`src/rtl/core/rgbc_pkg.sv`:
```
// rgbc_pkg: shared types, register indexes and the emboss kernel function
// for the 3x3 emboss filter; no dependencies
`timescale 1ns / 1ps
`default_nettype none

package rgbc_pkg;

   localparam int NUM_LANES = 6;
   localparam int DIV_STEPS = 8;

   typedef logic [23:0] pix_type;

   // one window column: top row first
   typedef struct packed {
      pix_type top;
      pix_type mid;
      pix_type bot;
   } col_type;

   typedef struct packed {
      logic [7:0] rem;
      logic [7:0] nq;
   } lane_type;

   // one entry of the divide chain: sideband plus six quotient lanes
   typedef struct packed {
      logic                      vld;
      logic                      has_a;
      logic                      has_b;
      logic                      last;
      lane_type [NUM_LANES-1:0]  lane;
   } stage_type;

   typedef struct packed {
      logic [7:0] ch0;
      logic [7:0] ch1;
      logic [7:0] ch2;
      logic       last;
   } result_type;

   typedef enum logic {
      ST_IDLE,
      ST_CALC
   } state_type;

   typedef logic [1:0] csr_addr_type;

   localparam csr_addr_type REG_WIDTH   = 2'd0;
   localparam csr_addr_type REG_HEIGHT  = 2'd1;
   localparam csr_addr_type REG_DIVISOR = 2'd2;

   // kernel {-2,-1,0},{-1,1,1},{0,1,2}, clamped to 0..255, per channel
   function automatic pix_type emboss(input col_type l, input col_type m, input col_type r);
      pix_type            res;
      logic signed [11:0] tl, tc, ml, mc, mr, bc, br, s;
      res = '0;
      for (int ch = 0; ch < 3; ch++) begin
         tl = $signed({4'b0000, l.top[8*ch +: 8]});
         tc = $signed({4'b0000, m.top[8*ch +: 8]});
         ml = $signed({4'b0000, l.mid[8*ch +: 8]});
         mc = $signed({4'b0000, m.mid[8*ch +: 8]});
         mr = $signed({4'b0000, r.mid[8*ch +: 8]});
         bc = $signed({4'b0000, m.bot[8*ch +: 8]});
         br = $signed({4'b0000, r.bot[8*ch +: 8]});
         s  = (br <<< 1) + bc + mr + mc - (tl <<< 1) - tc - ml;
         if (s < 12'sd0) begin
            res[8*ch +: 8] = 8'h00;
         end else if (s > 12'sd255) begin
            res[8*ch +: 8] = 8'hFF;
         end else begin
            res[8*ch +: 8] = s[7:0];
         end
      end
      return res;
   endfunction

endpackage

`default_nettype wire

```
`src/rtl/core/rgbc_col_cell.sv`:
```
// rgbc_col_cell: one column of the 3-row window, shifted along the row
// depends on rgbc_pkg
`timescale 1ns / 1ps
`default_nettype none

module rgbc_col_cell (
   input  logic             clock,
   input  logic             reset,
   input  logic             clr,
   input  logic             en,
   input  rgbc_pkg::col_type din,
   output rgbc_pkg::col_type q
);
   import rgbc_pkg::*;

   col_type col_ff;
   col_type col_in;

   always_comb begin
      col_in = col_ff;
      if (clr) begin
         col_in = '0;
      end else if (en) begin
         col_in = din;
      end
   end

   always_ff @(posedge clock) begin
      if (reset) begin
         col_ff <= '0;
      end else begin
         col_ff <= col_in;
      end
   end

   assign q = col_ff;

endmodule

`default_nettype wire

```
`config.mk`:
```
export PLATFORM = sky130hd
export DESIGN_NAME = rgbc_col_cell
export DESIGN_NICKNAME = d
export VERILOG_FILES = /design/src/rtl/core/rgbc_pkg.sv /design/src/rtl/core/rgbc_col_cell.sv
export SDC_FILE = /design/constraint.sdc
export NUM_CORES = 1
export LEC_CHECK = 0
export BUFFER_PORTS_ARGS = -buffer_cell sky130_fd_sc_hd__buf_2
export CAP_MARGIN = 20
export CELL_PAD_IN_SITES_DETAIL_PLACEMENT = 0
export CELL_PAD_IN_SITES_GLOBAL_PLACEMENT = 1
export CORE_ASPECT_RATIO = 1.25
export CORE_MARGIN = 8
export CORE_UTILIZATION = 30
export CTS_BUF_LIST = sky130_fd_sc_hd__clkbuf_4 sky130_fd_sc_hd__clkbuf_8
export DETAILED_ROUTE_END_ITERATION = 7
export PLACE_DENSITY_LB_ADDON = 0.1
export SYNTH_ARGS = -nofsm -noshare
export SYNTH_HDL_FRONTEND = slang
export SYNTH_SLANG_ARGS = --single-unit
```
`constraint.sdc`:
```
create_clock -name clock -period 0.8 [get_ports clock]
set_input_delay 0 -clock clock [delete_from_list [all_inputs] [get_ports clock]]
set_output_delay 0 -clock clock [all_outputs]
set_load 0.02 [all_outputs]
```
Word level (Yosys, flattened, before mapping)
Cells that the tools add are included.
{ "classes": {"reduce_logical": 1} }
{ "op_table": {"columns": ["cell", "count"], "rows": [
  ["OR reduction 2 bit", 1]
]} }
{ "word_totals": {"register_bits": 72, "inputBits": 76, "output_inout_bits": 72, "elab_cells": 4} }

Depth between registers and ports, before layout
{ "logic_depth": {"depth_word": 1, "depth_mapped": 4, "depth_no_buf": 2} }

Worst setup path before layout
No wires, ideal clock.
{ "synth_timing": {"path_type": "reg-to-reg", "start": "register, netlist name q[0]", "end": "register col_ff (netlist bit q[0])", "setup_ns": 0.064, "t_arrival_ns": 0.581, "t_required_ns": 0.736, "slack_ns": 0.155, "stages_incl_launch_ff": 3, "n_path_buf": 0, "synth_period_minus_slack_ns": 0.645, "path_cell_list": "dfxtp_1 > mux2i_1 > nor2_1"} }
{ "synth_rtl": {"columns": ["item", "line", "source"], "rows": [
  ["end signal, assigned", "rgbc_col_cell.sv:32", "col_ff <= col_in;"],
  ["end, declared", "rgbc_col_cell.sv:16", "col_type col_ff;"]
]} }

Final worst setup path
{ "layout_timing": {"start": "register col_ff (netlist bit q[12])", "end": "output q[12] (netlist name)"} }
{ "layout_rtl": {"columns": ["item", "line", "source"], "rows": [
  ["end, declared", "rgbc_col_cell.sv:12", "output rgbc_pkg::col_type q"]
]} }
No word-level cell between the ends.

==> flow_summary_export.csv <==
group,metric,value,unit
run_status,status,"completed",
clock_tree,numCtsBuffers,9,
placed_design,place_area,3450,µm²
power_and_ir_drop,p_per_area,1594,nW/µm²
worst_setup_path,worstPathRequired,0.80,ns
floorplan,pin_count,148,
grt,grt_pass1_wl,12790,µm
yosys,synth_area_per_cell,11.35,µm²
yosys,ys_seq_area_frac,0.5449,
clock_tree,cts_tree,"done",
worst_setup_path,start_kind,"flop",
cells_and_area,drive_above_1_share,0.5284,
sta,relSlewSlack,0.8952,
sta,setup_viol,0,
yosys,synthesis.instances,233,
drt,dr.pass1.iters,4,
clock_tree,clk_latency,0.32,ns
drt,postRouteWirelength,7975,µm
worst_setup_path,cp_num_buf_inv,1,
drt,dr.first_iter.drc_count,60,
cells_and_area,syn_to_final_growth,85.15,%
worst_setup_path,slowest_delay,0.35,ns
drt,drt-wirelength-per-cell,13.80,µm
sta,fin_crit_sh,0.9951,
clock_tree,cts.clk_slew.worst_paths,0.08,ns
floorplan,core_area,8606,µm²
sta,worst_slack,0.003910,ns
worst_setup_path,crit_chain,"buf_6",
clock_tree,cts_buffer_depth,2,
floorplan,die_x,99.99,µm
placed_design,place.gp.congestion,0.6614,
sta,fin_skew,0,ns
power_and_ir_drop,p_leak,2.335,nW
sta,timing.fmax,1256,MHz
cells_and_area,nets,532,
floorplan,die_area,12100,µm²
grt,grt_max_degree,37,
cells_and_area,fin_cells,578,
cells_and_area,antennaDiodeCount,0,
yosys,ys_seq_elements,72,
floorplan,start_util,0.3074,
yosys,synth.top_cells.by_area,"dfxtp_1, mux2i_1, nor2_1",
cells_and_area,design_area,4897,µm²
clock_tree,htree_levels,3,
worst_setup_path,end_kind,"output port",
drt,via_per_inst,4.147,
floorplan,die_h,121.0,µm
flow_run,maxCapViolCount,0,
power_and_ir_drop,peakVddDrop,0.8502,mV
sta,whs,0.05022,ns
worst_setup_path,cp.arrival,0.80,ns
yosys,yosys.area.top_type,"dfxtp_1",
placed_design,dp_cells,492,
sta,layout_min_cycle_time,0.7961,ns
worst_setup_path,crit_fanout,2,
sta,worst_slew_pin_slew,0.1528,ns
yosys,synth_area,2645,µm²
worst_setup_path,cpMaxStageDelayCell,"dfxtp_2",
yosys,async_flop_share,0,
sta,timing.setup.tns,0,ns
yosys,yosysWarnings,0,
yosys,synth_edf_count,0,
grt,grt_usage,0.1326,
yosys,synth_ff_type,"dfxtp_1",
placed_design,hpwl,5204,µm
drt,num_vias,2397,
worst_setup_path,crit_type,"reg -> out",
cells_and_area,largest_reg_flops,72,
clock_tree,cts_root_buf,"clkbuf_8",
yosys,synth.top_cell.area_share,0.5449,
sta,hold_violations,0,
yosys,synth_cell_type_count,6,
drt,drc_errors,0,
yosys,synth_fp_nets,309,
drt,antenna_left,0,
yosys,synth_common_cells,"dfxtp_1, mux2i_1, nor2_1",
placed_design,portBuffers,147,
placed_design,place_ws,-0.02635,ns
floorplan,rows,38,
grt,antenna_found_initial,0,
grt,gr-total-overflow,0,
power_and_ir_drop,fin_total_pwr,7.808,mW
grt,grt_pass1_vias,2681,
cells_and_area,final_util,0.5691,
worst_setup_path,path_delay_family,"flip-flops",
hold_path,hold_class,"in -> reg",
sta,grt_setup_unrepaired,"true",
sta,report.final.slew_viol_count,0,
clock_tree,clock_sinks,72,
-- area by class of cell --
class                           count  area (µm²)
Sequential cell                    72        1531
Fill cell                         763        3709
Tap cell                          120       150.1
Clock buffer                       13       178.9
Timing Repair Buffer              228        2039
Multi-Input combinational cell    145       997.2
-- report_power, final --
group / internal, mW / leakage, nW / switching, mW / total (mW)
Combinational: 0.810 / 1.62 / 0.547 / 1.36
Sequential: 3.73 / 0.619 / 0.0817 / 3.81
Clock: 1.42 / 0.0935 / 1.23 / 2.64
-- cells in the final DEF, fill, tap and decap left out --
cell	synthesis	routed
mux2i_1	72	72
nor2_1	72	72
buf_2	0	74
or2_2	0	1
buf_4	0	5
buf_12	0	5
dlygate4sd3_1	0	72
buf_6	9	72
dfxtp_2	0	72
clkbuf_8	0	13
-- cells by family (layout without fill, tap and decap cells) --
kind of cell,after synthesis,in the layout,share of synthesized area
buf+inv,16,241,0.07805
mux,72,72,0.2725
simple gates,73,73,0.1045
flops,72,72,0.5449
-- path summary, 6_finish.rpt --
kind         slack (ns)  cells after the start  endpoint   from
min reg2reg        0.49                      2     q[57]  q[57]
max               0.004                      1     q[12]  q[12]
min                0.05                      3     q[63]     en
max reg2reg        0.08                      3     q[21]  q[21]
-- what timing repair did --
item,4_1_cts,5_1_grt
resized for setup,216,0
hold endpoints to repair,72,0
buffers inserted,0,1
endpoints found under the setup margin,72,72
hold buffers,72,0
-- per-layer routing --
layer,global-route usage,up-vias,part of all wire
met4,0.06066,0,0.020
met5,0,-,0
met1,0.1409,1086,0.40
met2,0.2248,89,0.50
met3,0.05339,12,0.083
li1,-,1210,-
(Power assumes the default switching activity.)
