==> config.mk <==
export PLATFORM = sky130hd
export DESIGN_NAME = rgbc_div_cell
export DESIGN_NICKNAME = d
export VERILOG_FILES = /design/src/rtl/core/rgbc_pkg.sv /design/src/rtl/core/rgbc_div_cell.sv
export SDC_FILE = /design/constraint.sdc
export NUM_CORES = 1
export LEC_CHECK = 0
export ABC_AREA = 1
export BUFFER_PORTS_ARGS = -buffer_cell sky130_fd_sc_hd__clkbuf_2
export CORE_MARGIN = 3
export CORE_UTILIZATION = 46
export DETAILED_ROUTE_END_ITERATION = 10
export PLACE_DENSITY = 0.77
export SYNTH_ARGS = -nofsm -noshare
export SYNTH_HDL_FRONTEND = slang
export SYNTH_SLANG_ARGS = --single-unit
==> constraint.sdc <==
create_clock -name clock -period 1.9 [get_ports clock]
set_input_delay 0.38 -clock clock [delete_from_list [all_inputs] [get_ports clock]]
set_output_delay 0.38 -clock clock [all_outputs]
set_load 0.05 [all_outputs]
==> src/rtl/core/rgbc_pkg.sv <==
// rgbc_pkg: shared types, register indexes and the emboss kernel function
// for the 3x3 emboss filter; no dependencies
`timescale 1ns / 1ps
`default_nettype none

package rgbc_pkg;

   localparam int NUM_LANES = 6;
   localparam int DIV_STEPS = 8;

   typedef logic [23:0] pix_type;

   // one window column: top row first
   typedef struct packed {
      pix_type top;
      pix_type mid;
      pix_type bot;
   } col_type;

   typedef struct packed {
      logic [7:0] rem;
      logic [7:0] nq;
   } lane_type;

   // one entry of the divide chain: sideband plus six quotient lanes
   typedef struct packed {
      logic                      vld;
      logic                      has_a;
      logic                      has_b;
      logic                      last;
      lane_type [NUM_LANES-1:0]  lane;
   } stage_type;

   typedef struct packed {
      logic [7:0] ch0;
      logic [7:0] ch1;
      logic [7:0] ch2;
      logic       last;
   } result_type;

   typedef enum logic {
      ST_IDLE,
      ST_CALC
   } state_type;

   typedef logic [1:0] csr_addr_type;

   localparam csr_addr_type REG_WIDTH   = 2'd0;
   localparam csr_addr_type REG_HEIGHT  = 2'd1;
   localparam csr_addr_type REG_DIVISOR = 2'd2;

   // kernel {-2,-1,0},{-1,1,1},{0,1,2}, clamped to 0..255, per channel
   function automatic pix_type emboss(input col_type l, input col_type m, input col_type r);
      pix_type            res;
      logic signed [11:0] tl, tc, ml, mc, mr, bc, br, s;
      res = '0;
      for (int ch = 0; ch < 3; ch++) begin
         tl = $signed({4'b0000, l.top[8*ch +: 8]});
         tc = $signed({4'b0000, m.top[8*ch +: 8]});
         ml = $signed({4'b0000, l.mid[8*ch +: 8]});
         mc = $signed({4'b0000, m.mid[8*ch +: 8]});
         mr = $signed({4'b0000, r.mid[8*ch +: 8]});
         bc = $signed({4'b0000, m.bot[8*ch +: 8]});
         br = $signed({4'b0000, r.bot[8*ch +: 8]});
         s  = (br <<< 1) + bc + mr + mc - (tl <<< 1) - tc - ml;
         if (s < 12'sd0) begin
            res[8*ch +: 8] = 8'h00;
         end else if (s > 12'sd255) begin
            res[8*ch +: 8] = 8'hFF;
         end else begin
            res[8*ch +: 8] = s[7:0];
         end
      end
      return res;
   endfunction

endpackage

`default_nettype wire

==> src/rtl/core/rgbc_div_cell.sv <==
// rgbc_div_cell: one restoring-division step (one quotient bit) for six lanes
// depends on rgbc_pkg
`timescale 1ns / 1ps
`default_nettype none

module rgbc_div_cell (
   input  logic               clock,
   input  logic               reset,
   input  logic               en,
   input  logic [7:0]         divisor,
   input  rgbc_pkg::stage_type din,
   output rgbc_pkg::stage_type dout
);
   import rgbc_pkg::*;

   logic      vld_ff;
   stage_type data_ff;
   stage_type data_in;
   logic [8:0] part;

   always_comb begin
      data_in = din;
      part    = '0;
      for (int i = 0; i < NUM_LANES; i++) begin
         part = {din.lane[i].rem, din.lane[i].nq[7]};
         if (part >= {1'b0, divisor}) begin
            data_in.lane[i].rem = 8'(part - {1'b0, divisor});
            data_in.lane[i].nq  = {din.lane[i].nq[6:0], 1'b1};
         end else begin
            data_in.lane[i].rem = part[7:0];
            data_in.lane[i].nq  = {din.lane[i].nq[6:0], 1'b0};
         end
      end
   end

   always_ff @(posedge clock) begin
      if (reset) begin
         vld_ff <= 1'b0;
      end else if (en) begin
         vld_ff <= din.vld;
      end
   end

   always_ff @(posedge clock) begin
      if (en) begin
         data_ff <= data_in;
      end
   end

   always_comb begin
      dout     = data_ff;
      dout.vld = vld_ff;
   end

endmodule

`default_nettype wire

=== After elaboration in Yosys (flattened, before gate mapping) ===
Index checks and enable logic that the tools add are counted.

* Register bits: 100
* Bits in latches: 0
* Memory bits (writable): 0
* Memory bits (read-only): 0
* Output and inout port bits: 100
* Memories kept: 0

* $add $sub $neg: 6
* Multipliers: 0
* Divide/modulo/power cells: 0
* Order comparisons: 6
* Equality and inequality tests: 0
* Shifts and indexed selects: 0
* Muxes and demuxes: 6
* Bitwise gates (word level): 0
* Reductions and logical operators: 0

{| class="wikitable"
|+ Operators with widths
! operator !! count
|-
| $mux 16 || 6
|-
| $ge 9x8->1 || 6
|-
| $sub 8x8->8 || 6
|}

=== Depth between registers and ports, before layout ===
Gate-level depths: netlist (run 1).

* Depth in word-level cells: 2
* Mapped depth: 13
* Mapped depth without buffers: 12

=== Least setup slack after synthesis (run 1) ===
OpenSTA, ideal clock, no wires.

* Kind: input -> register
* From: input port divisor[3]
* To: register data_ff, in the netlist dout[31] (data pin)
* Setup time: 0.252 ns
* Arrival: 1.547 ns
* Data required time: 1.648 ns
* Setup slack: 0.100 ns
* Stages: 10
* Buffers on the path: 0
* Cells stage by stage: inv_1 ha_1 nand2_1 inv_1 a21oi_1 nand2_1 nand2_2 nand2_4 nand2_1 nand2_1

{| class="wikitable"
|+ RTL lines
! item !! RTL line !! RTL
|-
| start, declared || rgbc_div_cell.sv:10 || <nowiki>input logic [7:0] divisor,</nowiki>
|-
| end signal, assigned || rgbc_div_cell.sv:46 || <nowiki>data_ff <= data_in;</nowiki>
|-
| end, declared || rgbc_div_cell.sv:17 || <nowiki>stage_type data_ff;</nowiki>
|}

==> flow_metrics.tcl, run 1 <==
set metrics [dict create \
    die_area_um2 15100 \
    worstMarginPinSlew_ps 397 \
    crit_type "input port to register" \
    grt_pass1_wl_um 26300 \
    die_x_um 123 \
    crit_arrival_ps 1910 \
    fillers 1150 \
    grt_pass1_vias 5345 \
    endpoint_kind "register" \
    synth_area_um2 6300 \
    ant_nets 0 \
    clk_pin_slew_ps 70 \
    ys.warnings.count 0 \
    synth_nets 896 \
    netlist_instances 731 \
    cts_htree_levels 3 \
    initial_core_util_pct 47.2 \
    wl_met2_um 8850 \
    synth-edff-count 99 \
    critical_path.max_fanout 5 \
    drt-total-wl_um 17600 \
    ys_seq_elements 100 \
    vias 5870 \
    placementRows 42 \
    r2r_setup_slack_ps 1300 \
    grt_max_degree 60 \
    root_buffer "clkbuf_16" \
    slew_headroom_pct 73.5 \
    slew_viol_final 0 \
    grt-ovfl-total 0 \
    cp-start-kind "input port" \
    drv_cap 0 \
    min_period_ps 1810 \
    total_power_mw 7.27 \
    cts_buffers 9 \
    grt_setup_unrepaired "true" \
    cts_tree "built" \
    yosysUniqueCellTypes 30 \
    highest_layer "met4" \
    p_leak_nw 4.58 \
    cts_buffer_depth 2 \
    irDropWorstVdd_mv 0.449 \
    async_reset_ff_share_pct 0 \
    status "finished, final reports clean" \
    ios 211 \
    finalSetupViolCount 0 \
    final_cells 1216 \
    fin_hold_ws_ps 196 \
    hold_class "input port to register" \
    drt-met1-wl_um 7270 \
    drtIter0Drc 253 \
    drc 0 \
    routedWlPerCell_um 14.5 \
    place.gp.congestion 0.960 \
    skew_ps 0 \
    nets 1200 \
    yosysSeqAreaShare_pct 47.5 \
    p_per_area_nw_per_um2 841 \
    insertion_delay_ps 340 \
    dp.cells 1197 \
    diodes 0 \
    via_per_inst 4.83 \
    grt_antenna_before_repair 0 \
    die_y_um 123 \
    post-dp-hpwl_um 14000 \
    drt_pre_antenna_iters 5 \
    layout-drive-gt1-share_pct 33.9 \
    syn2layout_area_growth_pct 37.0 \
    synth_flop_cell "edfxtp_1" \
    numPortBuffers 210 \
    coreArea_um2 13300 \
    fmax_mhz 552 \
    clock_sinks 100 \
    syn_avg_cell_area_um2 8.62 \
    gr-usage-all-layers_pct 22.5 \
    hold_viol_final 0 \
    finalCritPeriodShare_pct 95.3 \
    wl_met3_um 1130 \
    required_ps 2000 \
    cts_hold_buffers 0 \
]
## registers in the layout (all words and copies together) (netlist names)
signal and flops:
vld_ff 1, dout 99
## power by group
part           switching [mW]  internal (mW)
clock                   0.885          0.952
combinational            1.80          0.830
sequential             0.0719           2.73
total                    2.75           4.51
## what timing repair did
action / 4_1_cts / 5_1_grt
setup buffers: 0 / 3
endpoints found under the hold margin: 0 / 0
endpoints found under the setup margin: 0 / 16
gates resized for setup: 0 / 10
## synthesized netlist by cell type (6+ instances only)
cell type | count | area, µm²
nand2_1 | 261 | 980
a21oi_1 | 14 | 70.1
xor2_1 | 12 | 105
nand2_4 | 6 | 67.6
xnor2_1 | 6 | 52.6
edfxtp_1 | 99 | 2970
nor2_1 | 32 | 120
fa_1 | 6 | 120
nand4_1 | 12 | 75.1
inv_1 | 107 | 402
nand2_2 | 6 | 37.5
nand3_1 | 88 | 440
inv_2 | 7 | 26.3
ha_1 | 48 | 601
## cell families (layout without fill, tap and decap cells)
logic type                 count (synthesis)  in the layout  synth area share [%]
muxes                                      1              1                 0.159
xor gates and xnor gates                  18             18                  2.50
AOI/OAI and AO/OA                         19             19                  1.93
buffers and inverters                    117            426                  7.16
adders and majority gates                 54             54                  11.4
and+or+nand+nor                          422            422                  29.4
DFF                                      100            100                  47.5
## cell usage in the layout, fill, tap and decap left out, drive strengths merged, types with 3 or more instances in the layout
master    count
a21oi        19
buf          87
clkbuf      219
clkinv        3
clkinvlp      3
edfxtp       99
fa            6
ha           48
inv         114
nand2       273
nand3        89
nand3b        3
nand4        13
nor2         36
nor3          6
xnor2         6
xor2         12
## cell type report
cell class                      count  area (µm²)  share of cell area (%)
Clock buffer                       10         239                    2.77
Tap cell                          176         220                    2.55
Timing Repair Buffer              296        1770                    20.5
Clock inverter                      6        56.3                   0.652
Inverter                          114         435                    5.04
Multi-Input combinational cell    514        2920                    33.8
Sequential cell                   100        2990                    34.7
## worst max-delay path: stages
cell        delay (ps)
clkbuf_2           120
clkinvlp_4         140
buf_12             150
ha_1               310
nand2_1            100
inv_1              100
nand4_1            100
nand2_1            130
nand2_2             90
buf_4              160
nand3_1             60
nand2_1             60
## final timing paths
path | from | to | depth (start not counted)
worst max-delay path | divisor[3] | dout[28] | 12
worst min-delay path | reset | vld_ff | 2
worst max register to register | vld_ff | vld_ff | 2
worst min register to register | vld_ff | vld_ff | 2
## per-layer routing
layer  vias up  global-route usage, %
met4         0                   7.13
met3        24                   3.66
met1      2653                   27.9
met2       180                   40.0
li1       3013                      -
met5         -                      0
## through the flow
stage                     TNS [ps]  worst slack, ps  instance area, µm²  util [%]
after floorplan                  0              100                6300         -
after global placement      -11180             -270                8230      61.6
after CTS                        0             77.8                8520      63.9
after detailed placement    -12760             -292                8230      61.6
final                            0             89.6                8640      64.7
after global routing          -243            -44.5                8640      64.7
Power figures use the tool's default switching activity.
==> run 2, diff against run 1 <==
- GPL_TIMING_DRIVEN: unset -> 0
==> run 2 against run 1 <==
Power shrank 2.1%. Sequential cell count is the same. First-iteration DRC count grew 5.9%. Final cell count shrank 4.7%. Global-route usage shrank 1.1 points. Worst setup slack lost 79 ps.
==> flow_metrics.tcl, run 2 (same netlist as run 1, synthesis figures left out) <==
set metrics [dict create \
    largest_reg_flops 99 \
    final_util_pct 62.4 \
    grt_pass1_vias 5255 \
    slew_headroom_pct 51.8 \
    seqCellArea_um2 2990 \
    die_x_um 123 \
    routedWlPerCell_um 15.0 \
    initial_core_util_pct 47.2 \
    slew_viol_final 0 \
    drt_pre_antenna_iters 5 \
    finalSetupViolCount 0 \
    cts_buffers 9 \
    worstMarginPinSlew_ps 723 \
    r2r_setup_slack_ps 1310 \
    layout_commonest_cell "nand2_1" \
    p_per_area_nw_per_um2 853 \
    p_leak_nw 4.30 \
    drv_cap 0 \
    grt-ovfl-total 0 \
    cts_htree_levels 3 \
    gr-usage-all-layers_pct 21.3 \
    required_ps 2010 \
    place.gp.congestion 0.935 \
    diodes 0 \
    clock_sinks 100 \
    fillers 1135 \
    cts_buffer_depth 2 \
    grt_pass1_wl_um 25000 \
    drc 0 \
    hold_path_startpoint "reset" \
    coreArea_um2 13300 \
    grt_antenna_before_repair 0 \
    ant_nets 0 \
    timing.rr.end "vld_ff" \
    vias 5859 \
    tns_ps 0 \
    clk_pin_slew_ps 70 \
    nets 1143 \
    skew_ps 0 \
    hold_class "input port to register" \
    status "finished, final reports clean" \
    critical_path.max_fanout 5 \
    finalCritPeriodShare_pct 99.4 \
    total_power_mw 7.11 \
    numPortBuffers 210 \
    hold_path_end "vld_ff" \
    insertion_delay_ps 340 \
    grt_setup_unrepaired "true" \
    fmax_mhz 529 \
    rr_worst_depth 2 \
    multi_input_area_um2 3070 \
    min_path_cells 2 \
    fin_area_um2 8340 \
    post-dp-hpwl_um 12900 \
    hold_viol_final 0 \
    endpoint_kind "register" \
    crit_type "input port to register" \
    via_per_inst 5.06 \
    grt_max_degree 55 \
    layout-drive-gt1-share_pct 32.6 \
    min_period_ps 1890 \
    final_cell_mix "nand2_1 (257), clkbuf_2 (208), inv_1 (100)" \
    placed_area_um2 7610 \
    irDropWorstVdd_mv 0.400 \
    placementRows 42 \
    drtIter0Drc 268 \
    worstReg2RegStart "vld_ff" \
    drt-total-wl_um 17300 \
    crit_arrival_ps 2000 \
    die_y_um 123 \
    cts_tree "built" \
    ios 211 \
    cp-start-kind "input port" \
    root_buffer "clkbuf_16" \
    syn2layout_area_growth_pct 32.2 \
    die_area_um2 15100 \
]
run 2: layout make-up:
cell class	count	share of cell area (%)
plain buffers	3	0.285
inverters	114	5.45
multi-input cells	518	36.8
repair buffers	232	15.4
flip-flops and latches	100	35.9
well taps	176	2.64
clock inverters	6	0.660
clock buffers	10	2.87
run 2: worst max path at each step:
stage | start | cells after the start | to
finish | divisor[6] | 9 | dout[76]
global route | divisor[6] | 9 | dout[78]
CTS | divisor[6] | 11 | dout[62]
detailed placement | divisor[1] | 10 | dout[12]
global placement | en | 3 | vld_ff
floorplan | divisor[3] | 10 | dout[31]
run 2: metrics by stage:
step	setup slack [ps]	std cells	hold slack, ps
5_1_grt	-89.0	1159	192
6_report	11.0	1159	193
3_3_place_gp	-758	1117	477
2_1_floorplan	100	731	452
4_1_cts	-2.68	1139	189
3_5_place_dp	-701	1118	499
run 2: critical path: stages:
cell,delay (ps)
clkbuf_2,100
clkinvlp_4,100
buf_4,160
ha_1,360
nand2_1,110
nor3_1,450
nand2_2,180
nand3_1,100
nand2_1,50
run 2: routing by layer:
metal / vias to the layer above / wire length (µm) / GRT usage, %
met4: 0 / 857 / 10.9
li1: 2900 / - / -
met3: 53 / 1240 / 3.89
met5: - / 0 / 0
met2: 231 / 8590 / 38.2
met1: 2675 / 6650 / 24.3
run 2: repair_timing:
| item | CTS | global route |
|---|---|---|
| gates resized for setup | 12 | 33 |
| hold buffers | 0 | 0 |
| pin swaps | 2 | 4 |
| endpoints found under the setup margin | 53 | 50 |
| setup buffers | 5 | 16 |
| hold endpoints to repair | 0 | 0 |
| cloned | 0 | 4 |
run 2: where the power goes:
group | leakage [nW] | switching [mW] | total, mW | internal [mW]
combinational | 3.18 | 1.79 | 2.50 | 0.704
sequential | 0.976 | 0.0654 | 2.80 | 2.73
clock | 0.139 | 0.867 | 1.82 | 0.951
total | 4.30 | 2.73 | 7.11 | 4.39
